<file path="src/rtl/pfba_pkg.sv">
// pfba_pkg: shared constants, codes and controller/datapath interface types
`timescale 1ns / 1ps

package pfba_pkg;

  localparam int unsigned MAP_WORDS_DEF = 1024;
  localparam int unsigned BITS_PER_WORD = 32;
  localparam int unsigned PAGE_LIMIT = 32768;
  localparam int unsigned PAGE_W = 15;
  localparam int unsigned COUNT_W = 16;
  // page index of a range end: first_page + page_count
  localparam int unsigned END_W = 17;
  // word index derived from a range end
  localparam int unsigned RWORD_W = END_W - 5;
  localparam logic [31:0] ALL_ONES = 32'hFFFF_FFFF;

  localparam logic [1:0] CMD_ALLOC = 2'd0;
  localparam logic [1:0] CMD_FREE = 2'd1;
  localparam logic [1:0] CMD_RESERVE = 2'd2;

  localparam logic [1:0] ST_OK = 2'd0;
  localparam logic [1:0] ST_NO_FREE = 2'd1;
  localparam logic [1:0] ST_RANGE = 2'd2;

  typedef struct packed {
    logic clr_step;
    logic load;
    logic scan_rd;
    logic scan_adv;
    logic alloc_wr;
    logic alloc_fail;
    logic rng_rd;
    logic rng_step;
    logic rng_err;
    logic push;
  } pfba_cmd_t;

  typedef struct packed {
    logic       clr_last;
    logic [1:0] cmd;
    logic       hint_end;
    logic       next_end;
    logic       word_full;
    logic       rng_bad;
    logic       rng_empty;
    logic       rng_last;
    logic       out_free;
  } pfba_sts_t;

endpackage

</file>
<file path="src/rtl/pfba_ctrl.sv">
// pfba_ctrl: sequencer for clearing, allocation scan and range marking
`timescale 1ns / 1ps

module pfba_ctrl
  import pfba_pkg::*;
(
  input  logic      clk,
  input  logic      rst,
  input  logic      in_valid,
  output logic      in_stall,
  input  pfba_sts_t sts,
  output pfba_cmd_t cmd
);

  typedef enum logic [2:0] {
    S_CLEAR,
    S_IDLE,
    S_DISPATCH,
    S_ALLOC_CHK,
    S_RANGE_WR,
    S_DONE
  } state_t;

  state_t state;
  state_t state_next;

  assign in_stall = (state != S_IDLE);

  always_comb begin
    cmd = '0;
    state_next = state;
    unique case (state)
      S_CLEAR: begin
        cmd.clr_step = 1'b1;
        if (sts.clr_last) state_next = S_IDLE;
      end
      S_IDLE: begin
        if (in_valid) begin
          cmd.load = 1'b1;
          state_next = S_DISPATCH;
        end
      end
      S_DISPATCH: begin
        unique case (sts.cmd) inside
          CMD_ALLOC: begin
            if (sts.hint_end) begin
              cmd.alloc_fail = 1'b1;
              state_next = S_DONE;
            end else begin
              cmd.scan_rd = 1'b1;
              state_next = S_ALLOC_CHK;
            end
          end
          CMD_FREE, CMD_RESERVE: begin
            if (sts.rng_bad) begin
              cmd.rng_err = 1'b1;
              state_next = S_DONE;
            end else if (sts.rng_empty) begin
              state_next = S_DONE;
            end else begin
              cmd.rng_rd = 1'b1;
              state_next = S_RANGE_WR;
            end
          end
          default: state_next = S_DONE;
        endcase
      end
      S_ALLOC_CHK: begin
        if (!sts.word_full) begin
          cmd.alloc_wr = 1'b1;
          state_next = S_DONE;
        end else if (sts.next_end) begin
          cmd.alloc_fail = 1'b1;
          state_next = S_DONE;
        end else begin
          cmd.scan_adv = 1'b1;
        end
      end
      S_RANGE_WR: begin
        // write this word and fetch the next one in the same cycle
        cmd.rng_step = 1'b1;
        if (sts.rng_last) state_next = S_DONE;
      end
      S_DONE: begin
        if (sts.out_free) begin
          cmd.push = 1'b1;
          state_next = S_IDLE;
        end
      end
      default: state_next = S_IDLE;
    endcase
  end

  always_ff @(posedge clk) begin
    if (rst) begin
      state <= S_CLEAR;
    end else begin
      state <= state_next;
    end
  end

  a_push_free: assert property (@(posedge clk) disable iff (rst)
    cmd.push |-> sts.out_free)
    else $error("result pushed while output register busy");

  a_no_item_in_clear: assert property (@(posedge clk) disable iff (rst)
    (state == S_CLEAR) |-> !cmd.load)
    else $error("item taken during clearing pass");

endmodule

</file>
<file path="config.mk">
export PLATFORM = sky130hd
export DESIGN_NAME = pfba_ctrl
export DESIGN_NICKNAME = d
export VERILOG_FILES = /design/src/rtl/pfba_pkg.sv /design/src/rtl/pfba_ctrl.sv
export SDC_FILE = /design/constraint.sdc
export NUM_CORES = 1
export LEC_CHECK = 0
export CAP_MARGIN = 20
export CORE_MARGIN = 3
export CORE_UTILIZATION = 29
export DETAILED_ROUTE_END_ITERATION = 8
export DONT_BUFFER_PORTS = 1
export PLACE_DENSITY = 0.55
export SLEW_MARGIN = 20
export SYNTH_ARGS = -nofsm -noshare
export SYNTH_HDL_FRONTEND = slang
export SYNTH_SLANG_ARGS = --single-unit
</file>
<file path="constraint.sdc">
create_clock -name clk -period 1.8 [get_ports clk]
set_clock_uncertainty 0.1 [all_clocks]
set_input_delay 0.09 -clock clk [delete_from_list [all_inputs] [get_ports clk]]
set_output_delay 0.09 -clock clk [all_outputs]
set_load 0.03 [all_outputs]
</file>
==> flow_summary.json <==
{
  "status": "complete, no violations",
  "postRouteAntennaNets": 0,
  "die_w_um": 42.5,
  "cts_sinks": 3,
  "startpoint": "state[2]",
  "drc": 0,
  "cts_tree": "yes",
  "grt_pass1_vias": 397,
  "largest_register_ffs": 3,
  "ys_warn_count": 0,
  "synth_seq_cells": 3,
  "path_clk_slew_ns": 0.04,
  "ios": 24,
  "wl_um": 917,
  "min-delay-path-class": "input port to register",
  "worst_pin_slew_ns": 0.305,
  "cp_data_arrival_time_ns": 1.44,
  "power_density_mw_per_mm2": 666,
  "root_buffer": "clkbuf_4",
  "finalCritPeriodShare_pct": 90.4,
  "first_pass_iters": 2,
  "pwr-share-seq_pct": 26.8,
  "worstHoldStart": "in_valid",
  "top_register": "state",
  "worstSetupPathType": "register to primary output",
  "wl_per_cell_um": 11.8,
  "clkPwrFrac_pct": 34.6,
  "numCtsBuffers": 3,
  "rsz0062_at_grt": "false",
  "overflow": 0,
  "final-setup-viol-count": 0,
  "leakagePower_nw": 0.212,
  "fmax_mhz": 615,
  "antenna_found_initial": 0,
  "gp_congestion": 0.711,
  "post-route-util_pct": 43.1,
  "hold_violations": 0,
  "grt_max_degree": 14,
  "syn_area_um2": 387,
  "maxCapViolCount": 0,
  "synth.distinct_cells": 29,
  "combPwrFrac_pct": 38.6,
  "synth_area_per_cell_um2": 7.58,
  "dieArea_mm2": 0.00181,
  "fin_ws_ns": 0.174,
  "largestRegisters": "state x3",
  "dp_slack_ns": 0.311,
  "reg2reg_from": "state[2]",
  "grt_util_all_layers_pct": 11.2,
  "hold_ws_ns": 0.0314,
  "setup_tns_ns": 0,
  "cts_setup_buffers": 0,
  "intPower_mw": 0.214,
  "p_switching_mw": 0.121,
  "period_minus_slack_ns": 1.63,
  "nets": 80,
  "synth_nets": 66,
  "worst_setup_path_end_kind": "primary output",
  "die_y_um": 42.5,
  "crit_fanout": 8,
  "crit_path_start_kind": "register",
  "core_area_mm2": 0.00117,
  "cts_buffer_depth": 2,
  "ir_worst_vdd_uv": 359,
  "initial_utilization_pct": 33.0,
  "io_buffers": 0,
  "cp.required_ns": 1.61,
  "power.total_mw": 0.336,
  "placed_area_um2": 467,
  "syn_to_final_growth_pct": 30.4,
  "clock_latency_ns": 0.23,
  "layout_common_cells": "buf_4 (10), nand2_1 (5), nor2_1 (5), a21oi_1 (4)",
  "first_iter_violations": 6,
  "final_cells": 78,
  "rows": 12,
  "place_inst": 73,
  "htreeDepth": 1,
  "via_per_inst": 5.19,
  "final_layout_size_suffix_gt1_share_pct": 31.3,
  "num_antenna_cells": 0,
  "p_sw_share_pct": 36.2,
  "ys_seq_area_share_pct": 15.5,
  "slew-limit-headroom_pct": 79.7,
  "syn_inst": 51,
  "grt_pass1_wl_mm": 1.55,
  "dpl.hpwl_um": 735,
  "final_area_um2": 504,
  "slew_violations": 0,
  "final_common_cell": "buf_4",
  "via_count": 405
}
power by group through the flow:
stage | Sequential (mW) | Clock, mW | Combinational (mW)
6_report | 0.0901 | 0.116 | 0.130
5_1_grt | 0.0921 | 0.134 | 0.141
4_1_cts | 0.0892 | 0.123 | 0.130
3_5_place_dp | 0.0901 | 0 | 0.128
3_3_place_gp | 0.0900 | 0 | 0.127
2_1_floorplan | 0.0801 | 0 | 0.109
synthesized netlist by cell type, drive strengths merged:
cell	number	area [um^2]
nor3	2	10.0
or3	1	6.26
mux2i	1	10.0
a21oi	5	28.8
o211a	1	10.0
nor4b	1	8.76
buf	2	18.8
nand3	2	10.0
nand2	5	18.8
nand2b	4	32.5
a21boi	1	7.51
nor2	5	18.8
nor3b	2	20.0
a2111o	1	11.3
a32o	1	10.0
nand3b	2	15.0
nor2b	1	6.26
ha	2	25.0
o21ai	2	10.0
inv	3	11.3
and4b	1	13.8
and2b	1	10.0
a211oi	1	7.51
dfxtp	3	60.1
and3	1	6.26
timing repair:
item | in CTS | in global routing
hold buffers | 1 | 0
resized for setup | 0 | 1
hold endpoints to repair | 3 | 0
setup endpoints to repair | 0 | 1
cells by family (layout without fill, tap and decap cells):
kind of cell	count (synthesis)	after routing	share of synthesized area (%)
AOI/OAI and AO/OA	12	12	22.0
adders and majority gates	2	2	6.47
buffers and inverters	5	18	7.77
DFF	3	3	15.5
muxes	1	1	2.59
and+or+nand+nor	28	28	45.6
path summary, 6_finish.rpt:
path                   end  slack (ns)  cells past startpoint
setup / recovery    cmd[3]        0.17                      6
hold / removal    state[1]        0.03                      3
setup reg to reg  state[2]        0.31                      4
hold reg to reg   state[2]        0.41                      2
layout make-up:
cell class,count,area (um^2)
Timing Repair Buffer,11,85.1
Sequential cell,3,61.3
Inverter,3,11.3
Multi-Input combinational cell,43,303
Clock buffer,4,26.3
Fill cell,124,667
Tap cell,14,17.5
layer usage:
metal  vias up  wire length, um  GRT usage, %
met5         -                0             0
met4         0                0          7.45
met3         0              104          6.87
met2        14              420          15.8
met1       179              392          12.4
li1        212                -             -
worst max-delay path, stage by stage (launching register included):
cell	delay [ns]
dfxtp_1	0.33
buf_4	0.17
nand2b_1	0.19
nor2_1	0.14
nand2_1	0.07
nor3_1	0.12
buf_4	0.18
Note: power is estimated with default switching activity, not from simulation.
